<file path="src/rtl/core/stok_pkg.sv">
`timescale 1ns / 1ps
// Shared types, token kind codes and character tables for the source tokenizer.
// No dependencies; used by stok_lexer, stok_fifo and source_tokenizer.
package stok_pkg;

	// Token kinds in emission code order
	typedef enum logic [5:0] {
		KIND_UNKNOWN, KIND_EOF, KIND_ADD, KIND_SUB, KIND_MUL, KIND_DIV,
		KIND_INC, KIND_DEC, KIND_ASSIGN, KIND_IDENT, KIND_INTEGER, KIND_DECIMAL,
		KIND_LBRACE, KIND_RBRACE, KIND_LBRACKET, KIND_RBRACKET, KIND_LPAREN,
		KIND_RPAREN, KIND_VAR, KIND_TRUE, KIND_FALSE, KIND_IF, KIND_ELSE,
		KIND_WHILE, KIND_BREAK, KIND_RETURN, KIND_FN, KIND_SEMI, KIND_LT,
		KIND_LE, KIND_GT, KIND_GE, KIND_EQ, KIND_NE, KIND_NOT, KIND_AND,
		KIND_OR, KIND_COMMA
	} kind_t;

	localparam logic [15:0] LEN_MAX     = 16'hFFFF;
	localparam int          KW_COUNT    = 9;
	localparam int          KW_TEXT_MAX = 6;
	localparam logic [3:0]  PAIR_COUNT  = 4'd8;
	localparam logic [7:0]  CH_LF       = 8'h0A;
	localparam logic [7:0]  CH_CR       = 8'h0D;
	localparam logic [7:0]  CH_TAB      = 8'h09;
	localparam logic [7:0]  CH_SPACE    = 8'h20;

	// One result token
	typedef struct packed {
		kind_t       kind;
		logic [15:0] begin_line;
		logic [15:0] begin_column;
		logic [15:0] end_line;
		logic [15:0] end_column;
		logic [15:0] length;
		logic        last;
	} token_t;

	// Tokens produced by one input transfer
	typedef struct packed {
		logic [1:0] count;
		token_t     first;
		token_t     second;
	} lex_out_t;

	typedef struct packed {
		logic [7:0] first;
		logic [7:0] second;
		kind_t      alone;
		kind_t      both;
	} pair_t;

	typedef struct packed {
		logic       hit;
		logic [2:0] idx;
	} pair_hit_t;

	typedef struct packed {
		logic [KW_TEXT_MAX-1:0][7:0] text;
		logic [2:0]                  len;
		kind_t                       kind;
	} kw_entry_t;

	// Operators that may pair with a following character
	function automatic pair_t pair_entry(input logic [2:0] idx);
		pair_t p;
		unique case (idx)
			3'd0: p = '{first: "+", second: "+", alone: KIND_ADD,     both: KIND_INC};
			3'd1: p = '{first: "-", second: "-", alone: KIND_SUB,     both: KIND_DEC};
			3'd2: p = '{first: "<", second: "=", alone: KIND_LT,      both: KIND_LE};
			3'd3: p = '{first: ">", second: "=", alone: KIND_GT,      both: KIND_GE};
			3'd4: p = '{first: "=", second: "=", alone: KIND_ASSIGN,  both: KIND_EQ};
			3'd5: p = '{first: "!", second: "=", alone: KIND_NOT,     both: KIND_NE};
			3'd6: p = '{first: "&", second: "&", alone: KIND_UNKNOWN, both: KIND_AND};
			3'd7: p = '{first: "|", second: "|", alone: KIND_UNKNOWN, both: KIND_OR};
		endcase
		return p;
	endfunction

	// Find the pair operator that a character opens
	function automatic pair_hit_t pair_find(input logic [7:0] c);
		pair_hit_t r;
		r = '{hit: 1'b1, idx: 3'd0};
		unique case (c)
			"+": r.idx = 3'd0;
			"-": r.idx = 3'd1;
			"<": r.idx = 3'd2;
			">": r.idx = 3'd3;
			"=": r.idx = 3'd4;
			"!": r.idx = 3'd5;
			"&": r.idx = 3'd6;
			"|": r.idx = 3'd7;
			default: r.hit = 1'b0;
		endcase
		return r;
	endfunction

	// Single-character tokens; anything else is unknown
	function automatic kind_t single_kind(input logic [7:0] c);
		kind_t k;
		unique case (c)
			"*": k = KIND_MUL;
			"/": k = KIND_DIV;
			"(": k = KIND_LPAREN;
			")": k = KIND_RPAREN;
			"[": k = KIND_LBRACKET;
			"]": k = KIND_RBRACKET;
			"{": k = KIND_LBRACE;
			"}": k = KIND_RBRACE;
			";": k = KIND_SEMI;
			",": k = KIND_COMMA;
			default: k = KIND_UNKNOWN;
		endcase
		return k;
	endfunction

	// Keyword table, first character in byte 0
	function automatic kw_entry_t kw_entry(input logic [3:0] idx);
		kw_entry_t e;
		unique case (idx)
			4'd0: e = '{text: {8'h0, 8'h0, 8'h0, "r", "a", "v"}, len: 3'd3, kind: KIND_VAR};
			4'd1: e = '{text: {8'h0, 8'h0, "e", "u", "r", "t"}, len: 3'd4, kind: KIND_TRUE};
			4'd2: e = '{text: {8'h0, "e", "s", "l", "a", "f"}, len: 3'd5, kind: KIND_FALSE};
			4'd3: e = '{text: {8'h0, 8'h0, 8'h0, 8'h0, "f", "i"}, len: 3'd2, kind: KIND_IF};
			4'd4: e = '{text: {8'h0, 8'h0, "e", "s", "l", "e"}, len: 3'd4, kind: KIND_ELSE};
			4'd5: e = '{text: {8'h0, "e", "l", "i", "h", "w"}, len: 3'd5, kind: KIND_WHILE};
			4'd6: e = '{text: {8'h0, "k", "a", "e", "r", "b"}, len: 3'd5, kind: KIND_BREAK};
			4'd7: e = '{text: {8'h0, 8'h0, 8'h0, 8'h0, "n", "f"}, len: 3'd2, kind: KIND_FN};
			4'd8: e = '{text: {"n", "r", "u", "t", "e", "r"}, len: 3'd6, kind: KIND_RETURN};
			default: e = '{text: '0, len: 3'd0, kind: KIND_IDENT};
		endcase
		return e;
	endfunction

endpackage

</file>
<file path="src/rtl/core/stok_lexer.sv">
`timescale 1ns / 1ps
// Lexer state and per-character token decision for the source tokenizer.
// Depends on stok_pkg for token types, kinds and character tables.
module stok_lexer #(
	parameter int KEYWORD_MAX_LEN = 6,
	parameter int POSITION_WIDTH  = 16
) (
	input  logic               clk,
	input  logic               arst_n,
	input  logic               step,
	input  logic [7:0]         char_code,
	input  logic               end_of_input,
	output stok_pkg::lex_out_t res
);

	localparam int WLEN_W = $clog2(KEYWORD_MAX_LEN + 1);
	localparam int WIDX_W = $clog2(KEYWORD_MAX_LEN);
	localparam logic [POSITION_WIDTH-1:0] POS_MAX = '1;

	typedef enum logic [2:0] {
		MODE_IDLE, MODE_INT, MODE_DEC, MODE_WORD, MODE_PAIR, MODE_DONE
	} mode_t;

	mode_t                     mode_q, mode_d;
	logic [3:0]                pend_q, pend_d;
	stok_pkg::kind_t           held_q, held_d;
	logic [WLEN_W-1:0]         wlen_q, wlen_d;
	logic [POSITION_WIDTH-1:0] line_q, line_d;
	logic [POSITION_WIDTH-1:0] col_q, col_d;
	logic [POSITION_WIDTH-1:0] sline_q, sline_d;
	logic [POSITION_WIDTH-1:0] scol_q, scol_d;
	logic [15:0]               tlen_q, tlen_d;
	logic [7:0]                prefix_q [KEYWORD_MAX_LEN];

	logic                      pw_en;
	logic [WIDX_W-1:0]         pw_addr;

	logic                      is_digit, is_alpha, is_space, is_word;
	logic [POSITION_WIDTH-1:0] line_inc, col_inc;
	stok_pkg::kind_t           word_k, pend_k;
	stok_pkg::pair_t           pp;
	logic                      pv;
	stok_pkg::pair_hit_t       ph;
	stok_pkg::token_t          pend_tok, eof_tok;

	// Classify the incoming character
	always_comb begin
		is_digit = (char_code >= "0") && (char_code <= "9");
		is_alpha = ((char_code >= "a") && (char_code <= "z")) ||
			((char_code >= "A") && (char_code <= "Z"));
		is_space = (char_code == stok_pkg::CH_SPACE) || (char_code == stok_pkg::CH_TAB) ||
			(char_code == stok_pkg::CH_CR) || (char_code == stok_pkg::CH_LF);
		is_word  = is_alpha || is_digit || (char_code == "_");
		ph       = stok_pkg::pair_find(char_code);
	end

	// Saturating position increments
	assign line_inc = (line_q != POS_MAX) ? line_q + 1'b1 : line_q;
	assign col_inc  = (col_q != POS_MAX) ? col_q + 1'b1 : col_q;

	// Match the held word prefix against the keyword table; earliest entry wins
	always_comb begin
		stok_pkg::kw_entry_t kw;
		logic hit;
		word_k = stok_pkg::KIND_IDENT;
		for (int i = stok_pkg::KW_COUNT - 1; i >= 0; i--) begin
			kw  = stok_pkg::kw_entry(4'(i));
			hit = (tlen_q == 16'(kw.len)) && (WLEN_W'(kw.len) <= wlen_q);
			for (int j = 0; j < stok_pkg::KW_TEXT_MAX; j++) begin
				if ((3'(j) < kw.len) && (prefix_q[j] != kw.text[j]))
					hit = 1'b0;
			end
			if (hit)
				word_k = kw.kind;
		end
	end

	// Kind of the token currently being scanned
	assign pv = (pend_q != 4'd0) && (pend_q <= stok_pkg::PAIR_COUNT);
	assign pp = stok_pkg::pair_entry(3'(pend_q - 4'd1));

	always_comb begin
		unique case (mode_q)
			MODE_INT:  pend_k = stok_pkg::KIND_INTEGER;
			MODE_DEC:  pend_k = stok_pkg::KIND_DECIMAL;
			MODE_WORD: pend_k = word_k;
			MODE_PAIR: pend_k = pv ? pp.alone : stok_pkg::KIND_UNKNOWN;
			MODE_DONE: pend_k = held_q;
			default:   pend_k = stok_pkg::KIND_UNKNOWN;
		endcase
	end

	// Advance state and build the tokens of this transfer
	always_comb begin
		logic ext;
		mode_t ext_mode;
		logic [POSITION_WIDTH-1:0] nl, nc;

		mode_d  = mode_q;
		pend_d  = pend_q;
		held_d  = held_q;
		wlen_d  = wlen_q;
		line_d  = line_q;
		col_d   = col_q;
		sline_d = sline_q;
		scol_d  = scol_q;
		tlen_d  = tlen_q;
		pw_en   = 1'b0;
		pw_addr = '0;
		res     = '0;

		// New position after this character
		if (end_of_input) begin
			nl = line_q;
			nc = col_inc;
		end else if (char_code == stok_pkg::CH_LF) begin
			nl = line_inc;
			nc = POSITION_WIDTH'(1);
		end else begin
			nl = line_q;
			nc = col_inc;
		end

		pend_tok = '{kind: pend_k, begin_line: 16'(sline_q), begin_column: 16'(scol_q),
			end_line: 16'(nl), end_column: 16'(nc), length: tlen_q, last: 1'b0};
		eof_tok  = '{kind: stok_pkg::KIND_EOF, begin_line: 16'(nl), begin_column: 16'(nc),
			end_line: 16'(nl), end_column: 16'(nc), length: 16'd0, last: 1'b1};

		// Does the character extend the pending token
		ext      = 1'b0;
		ext_mode = mode_q;
		unique case (mode_q)
			MODE_INT: begin
				if (is_digit) begin
					ext = 1'b1;
				end else if (char_code == ".") begin
					ext      = 1'b1;
					ext_mode = MODE_DEC;
				end
			end
			MODE_DEC:  ext = is_digit;
			MODE_WORD: ext = is_word;
			MODE_PAIR: begin
				if (pv && (pp.second == char_code)) begin
					ext      = 1'b1;
					ext_mode = MODE_DONE;
				end
			end
			default: ext = 1'b0;
		endcase

		if (step) begin
			line_d = nl;
			col_d  = nc;
			if (end_of_input) begin
				// Flush the pending token, then eof
				if (mode_q != MODE_IDLE) begin
					res.count  = 2'd2;
					res.first  = pend_tok;
					res.second = eof_tok;
				end else begin
					res.count = 2'd1;
					res.first = eof_tok;
				end
				mode_d = MODE_IDLE;
				pend_d = 4'd0;
				tlen_d = 16'd0;
				wlen_d = '0;
			end else if ((mode_q != MODE_IDLE) && ext) begin
				// Grow the pending token
				mode_d = ext_mode;
				if (mode_q == MODE_PAIR) begin
					held_d = pp.both;
					pend_d = 4'd0;
				end
				if ((mode_q == MODE_WORD) && (wlen_q < WLEN_W'(KEYWORD_MAX_LEN))) begin
					pw_en   = 1'b1;
					pw_addr = wlen_q[WIDX_W-1:0];
					wlen_d  = wlen_q + 1'b1;
				end
				tlen_d = (tlen_q != stok_pkg::LEN_MAX) ? tlen_q + 16'd1 : tlen_q;
			end else begin
				// Close the pending token, if any, and start a new one
				if (mode_q != MODE_IDLE) begin
					res.count      = 2'd1;
					res.first      = pend_tok;
					res.first.last = 1'b1;
				end
				if (is_space) begin
					mode_d = MODE_IDLE;
				end else begin
					sline_d = nl;
					scol_d  = nc;
					tlen_d  = 16'd1;
					pend_d  = 4'd0;
					if (is_digit) begin
						mode_d = MODE_INT;
					end else if (is_alpha) begin
						mode_d  = MODE_WORD;
						pw_en   = 1'b1;
						pw_addr = '0;
						wlen_d  = WLEN_W'(1);
					end else if (ph.hit) begin
						mode_d = MODE_PAIR;
						pend_d = {1'b0, ph.idx} + 4'd1;
					end else begin
						mode_d = MODE_DONE;
						held_d = stok_pkg::single_kind(char_code);
					end
				end
			end
		end
	end

	// Hold lexer control state
	always_ff @(posedge clk or negedge arst_n) begin
		if (!arst_n) begin
			mode_q  <= MODE_IDLE;
			pend_q  <= 4'd0;
			held_q  <= stok_pkg::KIND_UNKNOWN;
			wlen_q  <= '0;
			line_q  <= POSITION_WIDTH'(1);
			col_q   <= '0;
			sline_q <= POSITION_WIDTH'(1);
			scol_q  <= '0;
			tlen_q  <= 16'd0;
		end else begin
			mode_q  <= mode_d;
			pend_q  <= pend_d;
			held_q  <= held_d;
			wlen_q  <= wlen_d;
			line_q  <= line_d;
			col_q   <= col_d;
			sline_q <= sline_d;
			scol_q  <= scol_d;
			tlen_q  <= tlen_d;
		end
	end

	// Store word characters for keyword matching
	always_ff @(posedge clk) begin
		if (pw_en)
			prefix_q[pw_addr] <= char_code;
	end

endmodule

</file>
<file path="src/rtl/core/stok_fifo.sv">
`timescale 1ns / 1ps
// Three-entry token buffer between the lexer and the output stream.
// Depends on stok_pkg for token_t and lex_out_t.
module stok_fifo (
	input  logic               clk,
	input  logic               arst_n,
	input  stok_pkg::lex_out_t push,
	output logic               room,
	output stok_pkg::token_t   head,
	output logic               head_valid,
	input  logic               head_ready
);

	localparam logic [1:0] LAST_SLOT = 2'd2;

	stok_pkg::token_t ent_q [3];
	logic [1:0]       head_q, tail_q, count_q;
	logic             pop;

	function automatic logic [1:0] slot_inc(input logic [1:0] p);
		return (p == LAST_SLOT) ? 2'd0 : p + 2'd1;
	endfunction

	assign head_valid = (count_q != 2'd0);
	assign head       = ent_q[head_q];
	assign pop        = head_valid && head_ready;
	// Room for the two tokens one transfer may bring
	assign room       = (count_q <= 2'd1);

	// Advance pointers and fill level
	always_ff @(posedge clk or negedge arst_n) begin
		if (!arst_n) begin
			head_q  <= 2'd0;
			tail_q  <= 2'd0;
			count_q <= 2'd0;
		end else begin
			if (pop)
				head_q <= slot_inc(head_q);
			if (push.count == 2'd1)
				tail_q <= slot_inc(tail_q);
			else if (push.count == 2'd2)
				tail_q <= slot_inc(slot_inc(tail_q));
			count_q <= count_q + push.count - {1'b0, pop};
		end
	end

	// Write incoming tokens at the tail
	always_ff @(posedge clk) begin
		if (push.count != 2'd0)
			ent_q[tail_q] <= push.first;
		if (push.count == 2'd2)
			ent_q[slot_inc(tail_q)] <= push.second;
	end

endmodule

</file>
<file path="src/rtl/core/source_tokenizer.sv">
`timescale 1ns / 1ps
// Source tokenizer top level: one ASCII character per transfer in, tokens out.
// Depends on stok_pkg, stok_lexer and stok_fifo.
//
// Usage:
//   Input stream: s_tdata carries one character, s_tuser marks end of input
//   (the character is then ignored). Output stream: m_tdata carries one token
//   with its kind, begin and end positions and length; m_tlast flags the final
//   token caused by one input transfer.
//   A token is emitted when the character after it arrives, so with an empty
//   buffer its result shows up on m_tvalid the cycle after that character's
//   transfer. End of input flushes the pending token and then sends eof.
//   Throughput: one character per cycle while tokens drain as they come.
//   s_tready is high while at most one token waits in the three-entry output
//   buffer, room for the two tokens one transfer may produce; once two or more
//   wait (after end of input with a pending token, for example) it drops, and
//   after a stall it returns the cycle after a token is taken that leaves at
//   most one waiting.
//   Reset: lexer idle, line 1, column 0, output buffer empty. While m_tready
//   stays low, tokens collect in the buffer and s_tready drops once two wait.
module source_tokenizer #(
	parameter int KEYWORD_MAX_LEN = 6,
	parameter int POSITION_WIDTH  = 16
) (
	input  logic        clk,
	input  logic        arst_n,
	input  logic        s_tvalid,
	output logic        s_tready,
	input  logic [7:0]  s_tdata,  // [7:0] char_code
	input  logic        s_tuser,  // [0] end_of_input
	output logic        m_tvalid,
	input  logic        m_tready,
	// [5:0] token_kind, [21:6] begin_line, [37:22] begin_column,
	// [53:38] end_line, [69:54] end_column, [85:70] token_length, [87:86] zero
	output logic [87:0] m_tdata,
	output logic        m_tlast   // last_of_run
);

	stok_pkg::lex_out_t lex_res;
	stok_pkg::token_t   tok;
	logic               step;

	// Take a character when the buffer has room
	assign step = s_tvalid && s_tready;

	stok_lexer #(
		.KEYWORD_MAX_LEN (KEYWORD_MAX_LEN),
		.POSITION_WIDTH  (POSITION_WIDTH)
	) u_lexer (
		.clk          (clk),
		.arst_n       (arst_n),
		.step         (step),
		.char_code    (s_tdata),
		.end_of_input (s_tuser),
		.res          (lex_res)
	);

	stok_fifo u_fifo (
		.clk        (clk),
		.arst_n     (arst_n),
		.push       (lex_res),
		.room       (s_tready),
		.head       (tok),
		.head_valid (m_tvalid),
		.head_ready (m_tready)
	);

	// Pack the head token for the output transfer
	assign m_tdata = {2'b00, tok.length, tok.end_column, tok.end_line,
		tok.begin_column, tok.begin_line, tok.kind};
	assign m_tlast = tok.last;

endmodule
</file>
<file path="config.mk">
export PLATFORM = sky130hd
export DESIGN_NAME = source_tokenizer
export DESIGN_NICKNAME = d
export VERILOG_FILES = /design/src/rtl/core/stok_pkg.sv /design/src/rtl/core/stok_lexer.sv /design/src/rtl/core/stok_fifo.sv /design/src/rtl/core/source_tokenizer.sv
export SDC_FILE = /design/constraint.sdc
export NUM_CORES = 1
export LEC_CHECK = 0
export BUFFER_PORTS_ARGS = -buffer_cell sky130_fd_sc_hd__buf_4
export CORE_ASPECT_RATIO = 1.4
export CORE_MARGIN = 3
export CORE_UTILIZATION = 54
export CTS_CLUSTER_DIAMETER = 120
export DETAILED_ROUTE_END_ITERATION = 6
export PLACE_DENSITY = 0.74
export SYNTH_ARGS = -nofsm -noshare
export SYNTH_HDL_FRONTEND = slang
export SYNTH_SLANG_ARGS = --single-unit
</file>
<file path="constraint.sdc">
create_clock -name clk -period 5.7 [get_ports clk]
set_input_delay 0.285 -clock clk [delete_from_list [all_inputs] [get_ports clk]]
set_output_delay 0.285 -clock clk [all_outputs]
set_load 0.02 [all_outputs]
</file>
; ---- Word-level counts from Yosys, hierarchy flattened
; Memory sizes are Yosys's and may differ from the RTL's.
; Index checks and enable logic that the tools add are counted.
; Widths: inputs -> output; s select.
[classes]
addsub = 11
muxes = 122
div = 0
n_bitwise = 3
order_cmp = 14
n_shift = 0
eq_ne = 88
reduce_logical = 33
mul = 0
[ops]
columns = op, n
row1 = $mux 89, 3
row2 = $ne 8x7->1 const B, 31
row3 = $mux 176, 1
row4 = $mux 82, 2
row5 = $mux 16, 10
row6 = $eq 8x6->1 const B, 15
row7 = $mux 6, 15
row8 = $mux 88, 1
row9 = $pmux 6 s10, 1
row10 = $mux 1, 54
row11 = $mux 3, 18
row12 = $add 16x1->16 const B, 3
row13 = $eq 16x3->1 const B, 3
row14 = $eq 8x7->1 const B, 6
row15 = $ne 16x16->1 const B, 3
row16 = $eq 16x2->1 const B, 2
row17 = $pmux 6 s5, 1
row18 = $mux 4, 7
row19 = $eq 8x4->1 const B, 3
row20 = $pmux 3 s7, 1
row21 = $ge 8x7->1 const B, 2
row22 = $le 8x7->1 const B, 2
row23 = $ne 3x3->1 const B, 5
row24 = $logic_and 1x1->1, 14
row25 = 36 further kinds, 68
[word_totals]
mem_bits_rw = 309
latch_bits = 0
elab_cells = 286
memories = 3
out_inout_bits = 91
in_bits = 13
ff_bits = 102
rom_bits = 192
[mem_list]
columns = memory, words, width, rd, rd_clocked_by_memory_dff, wr, line
row1 = u_fifo.ent_q, 3, 87, 1, 0, 2, stok_fifo.sv:16  ; stok_pkg::token_t ent_q [3];
row2 = (name not given), 8, 24, 1, 0, 0, stok_pkg.sv:65  ; unique case (idx)
row3 = u_lexer.prefix_q, 6, 8, 6, 0, 1, stok_lexer.sv:33  ; logic [7:0] prefix_q [KEYWORD_MAX_LEN];

; ---- Logic depth before layout (Yosys ltp)
[depth]
depth_word = 25
mapped_depth = 19
depth_no_buf = 16

; ---- Hierarchy
; Synthesis repeated with hierarchy kept, for this count alone.
[unflattened]
hier_cells = 1964
area_unflattened_um2 = 22774.3
[by_module_without_submodules]
columns = mod, n_inst, cells_each, area_each_um2, seq_area_each_um2
row1 = stok_fifo, 1, 883, 13125.1, 7987.7
row2 = stok_lexer, 1, 1077, 9624.2, 3846.2
row3 = source_tokenizer, 1, 4, 25.0, 0.0

; ---- Least setup slack after synthesis
; Ideal clock, no wire load.
[synth_timing]
path_type = register to register
start = reg u_lexer.pend_q[0]
end = mem u_fifo.ent_q[0][0] (netlist bit) (enable)
period_less_slack_ns = 5.393
arrival_ns = 4.973
setup_time_ns = 0.420
path_buffers = 3
required_time_ns = 5.280
stages_incl_launch_ff = 17
slack_ns = 0.307
cell_sequence = dfrtp_1 -> inv_1 -> ha_1 -> ha_1 -> clkbuf_1 -> a21boi_0 -> xnor2_1 -> and4_1 -> buf_4 -> nor3_2 -> a21oi_1 -> nand2b_1 -> ha_1 -> nor3_1 -> a21oi_1 -> clkbuf_1 -> inv_1
[synth_rtl]
columns = item, line
row1 = "start, declared", stok_lexer.sv:25  ; logic [3:0] pend_q, pend_d;
row2 = "start signal, assigned", stok_lexer.sv:229  ; pend_q <= pend_d;
row3 = "end, declared", stok_fifo.sv:16

==> flow_summary.toml <==
[synth]
synth-edff-count = 246
synth_area_leaders = "edfxtp_1 (37%), dfrtp_1 (12%), dfxtp_1 (6.3%), nand2_1 (6.0%), o21ai_0 (5.5%)"
ys_seq_area_share_pct = 55.6
synth_seq_cells = 411
synthArstFlopShare_pct = 24.8
synthFlopType = "edfxtp_1"
netlist.area_leader.share_pct = 36.6
postSynthAreaPerCell_sq_um = 10.3
syn-cell-area_sq_mm = 0.0202
synth_common_cells = "nand2_1 (320), edfxtp_1 (246), o21ai_0 (221)"
post-synth-top-count-cell = "nand2_1"
ys_types = 86
yosys_warnings = 0
yosysTopAreaCell = "edfxtp_1"
synth_cells = 1965

[worst_hold_path]
min_path_type = "input pin to register"

[floorplan]
io_pins = 104
dieArea_sq_mm = 0.0397
die_y_microns = 235
fp-row-count = 83
die_w_microns = 169
core_area_sq_mm = 0.0368
initial_core_util_pct = 54.8

[routing]
route.detailed.drc = 0
first_pass_iters = 6
drt_iter0_drc = 1602
ant_nets = 0
totalWireLength_microns = 51900
vias = 15537
routedWlPerCell_microns = 20.7
viasPerCell = 6.20

[critical_path]
end_kind = "register"
path_max_fanout = 66
arrival_ns = 5.36
worstSetupPathType = "register to register"
crit_required_ns = 5.87
start_kind = "register"

[grt]
antenna_found_initial = 0
grtUsageTotal_pct = 25.7
grt_max_degree = 115
grt_pass1_vias = 15403
overflow = 0
grt_pass1_wl_microns = 82300

[place]
port_buffers = 101
preCtsSetupSlack_ns = 0.641
placed_cell_area_sq_mm = 0.0212
gp_congestion = 0.902
hpwl_microns = 34000
dp.cells = 2433

[sta]
slew_headroom_pct = 20.8
whs_ns = 0.0772
slew_viol_final = 0
hold_viol = 0
min_period_ns = 5.19
rsz0062_at_grt = "no"
skew_ns = 0.0263
fin_ws_ns = 0.508
finalCritPeriodShare_pct = 91.1
tns_ns = 0
worstMarginPinSlew_ns = 1.19
max_freq_ghz = 0.193
setup_viol = 0

[finish]
drive_above_1_share_pct = 12.2
syn2layout_area_growth_pct = 11.6
stdcell_area_sq_mm = 0.0225
layout.nets = 2043
antennaDiodeCount = 0
fin_cells = 2507

[cts]
clock_tree.buffer_depth = 3
clk_pin_slew_worst_paths_ns = 0.06
cts_root_buf = "clkbuf_16"
cts_buffers = 40
cts_tree = "yes"
clkLatencyLatePin_ns = 0.55
cts_num_sinks = 411
cts_max_level = 2

[job]
maxCapViolCount = 0

[pwr]
cellPowerDensity_mw_per_mm2 = 426
cellLeakagePower_nw = 7.96
ir_drop_v = 0.000254

[outcome]
status = "completed"
-- area by class of cell --
| cell class | instances | area (sq um) |
|---|---|---|
| clock buffers | 54 | 1090 |
| clock inverters | 19 | 148 |
| fillers | 3048 | 14300 |
| inverters | 34 | 128 |
| multi-input cells | 1387 | 8280 |
| flip-flops and latches | 411 | 11200 |
| well taps | 467 | 584 |
| repair buffers | 135 | 1050 |
-- placed cells by master, fill, tap and decap left out, types with 21 or more instances in the layout --
master / instances
a21oi_1: 39
inv_1: 31
buf_4: 131
nand3_1: 43
dfrtp_1: 98
edfxtp_1: 246
xnor2_1: 30
o21ai_1: 33
o21ai_0: 220
nor2_1: 138
nor4_1: 21
mux2i_1: 100
nand4_1: 23
nand2_1: 319
o22ai_1: 91
ha_1: 21
clkbuf_16: 40
dfxtp_1: 63
-- stage by stage --
stage / utilization (%) / power [mW]
2_1_floorplan: - / 5.92
3_3_place_gp: 57.8 / 7.01
3_5_place_dp: 57.8 / 7.09
4_1_cts: 61.2 / 9.60
5_1_grt: 61.2 / 10.0
6_report: 61.2 / 9.58
-- per-layer routing --
layer | vias to the layer above | global-route usage [%] | share of wire [%]
li1 | 7295 | - | -
met1 | 7538 | 31.5 | 38
met2 | 597 | 45.9 | 52
met3 | 107 | 3.01 | 6.0
met4 | 0 | 10.9 | 4.0
met5 | - | 0 | 0
-- power by group --
part	internal, mW	switching, mW	total, mW
clock network	1.40	1.13	2.53
logic	1.05	1.87	2.92
registers	3.66	0.470	4.13
total	6.11	3.47	9.58
-- sequential cells by signal, summed over array words and instances, names as in the netlist --
| name | flops |
|---|---|
| u_lexer.prefix_q | 48 |
| u_lexer.col_q | 16 |
| u_fifo.count_q | 2 |
| u_lexer.sline_q | 16 |
| u_fifo.ent_q | 261 |
| u_lexer.scol_q | 16 |
| u_lexer.held_q | 6 |
| u_fifo.tail_q | 2 |
| u_fifo.head_q | 2 |
| u_lexer.pend_q | 4 |
| u_lexer.line_q | 16 |
| u_lexer.tlen_q | 16 |
| u_lexer.wlen_q | 3 |
| u_lexer.mode_q | 3 |
-- kinds of logic after synthesis --
group,Yosys count,synth area share [%]
flops,411,55.6
other cells,1,0.0186
simple gates,707,16.9
fa+ha+maj,21,1.30
compound gates,504,15.3
mux,110,5.52
xor+xnor,43,1.87
buf+inv,168,3.52
-- path summary, 6_finish.rpt --
kind / to / start / slack (ns) / cells past startpoint
max: u_fifo.ent_q[2][22]$_DFFE_PP_ / u_lexer.pend_q[0]$_DFFE_PN0P_ / 0.51 / 15
min: u_lexer.prefix_q[1][7]$_DFFE_PP_ / s_tdata[7] / 0.08 / 1
max reg2reg: u_fifo.ent_q[2][22]$_DFFE_PP_ / u_lexer.pend_q[0]$_DFFE_PN0P_ / 0.51 / 15
min reg2reg: u_fifo.ent_q[1][11]$_SDFFE_PP0P_ / u_fifo.ent_q[1][11]$_SDFFE_PP0P_ / 0.45 / 2
max in group asynchronous: u_lexer.tlen_q[8]$_DFFE_PN0P_ / arst_n / 4.10 / 3
min in group asynchronous: u_lexer.line_q[11]$_DFFE_PN0P_ / arst_n / 0.27 / 2
-- critical path: stages, from the launching register on --
cell and delay (ns):
dfrtp_1 0.42, inv_1 0.08, ha_1 0.23, ha_1 0.52, nand2b_1 0.18, a21boi_0 0.25
xnor2_1 0.12, and4_1 0.32, nor3_2 0.49, a21oi_1 0.21, nand2b_1 0.24, ha_1 0.31
nor2_1 0.49, a31oi_2 0.10, inv_2 0.07, buf_4 0.72
-- what timing repair did --
item | in CTS | in global routing
setup buffers | 0 | 0
hold endpoints to repair | 35 | 0
hold buffers | 1 | 0
resized for setup | 0 | 0
Note: power is estimated with default switching activity, not from simulation.
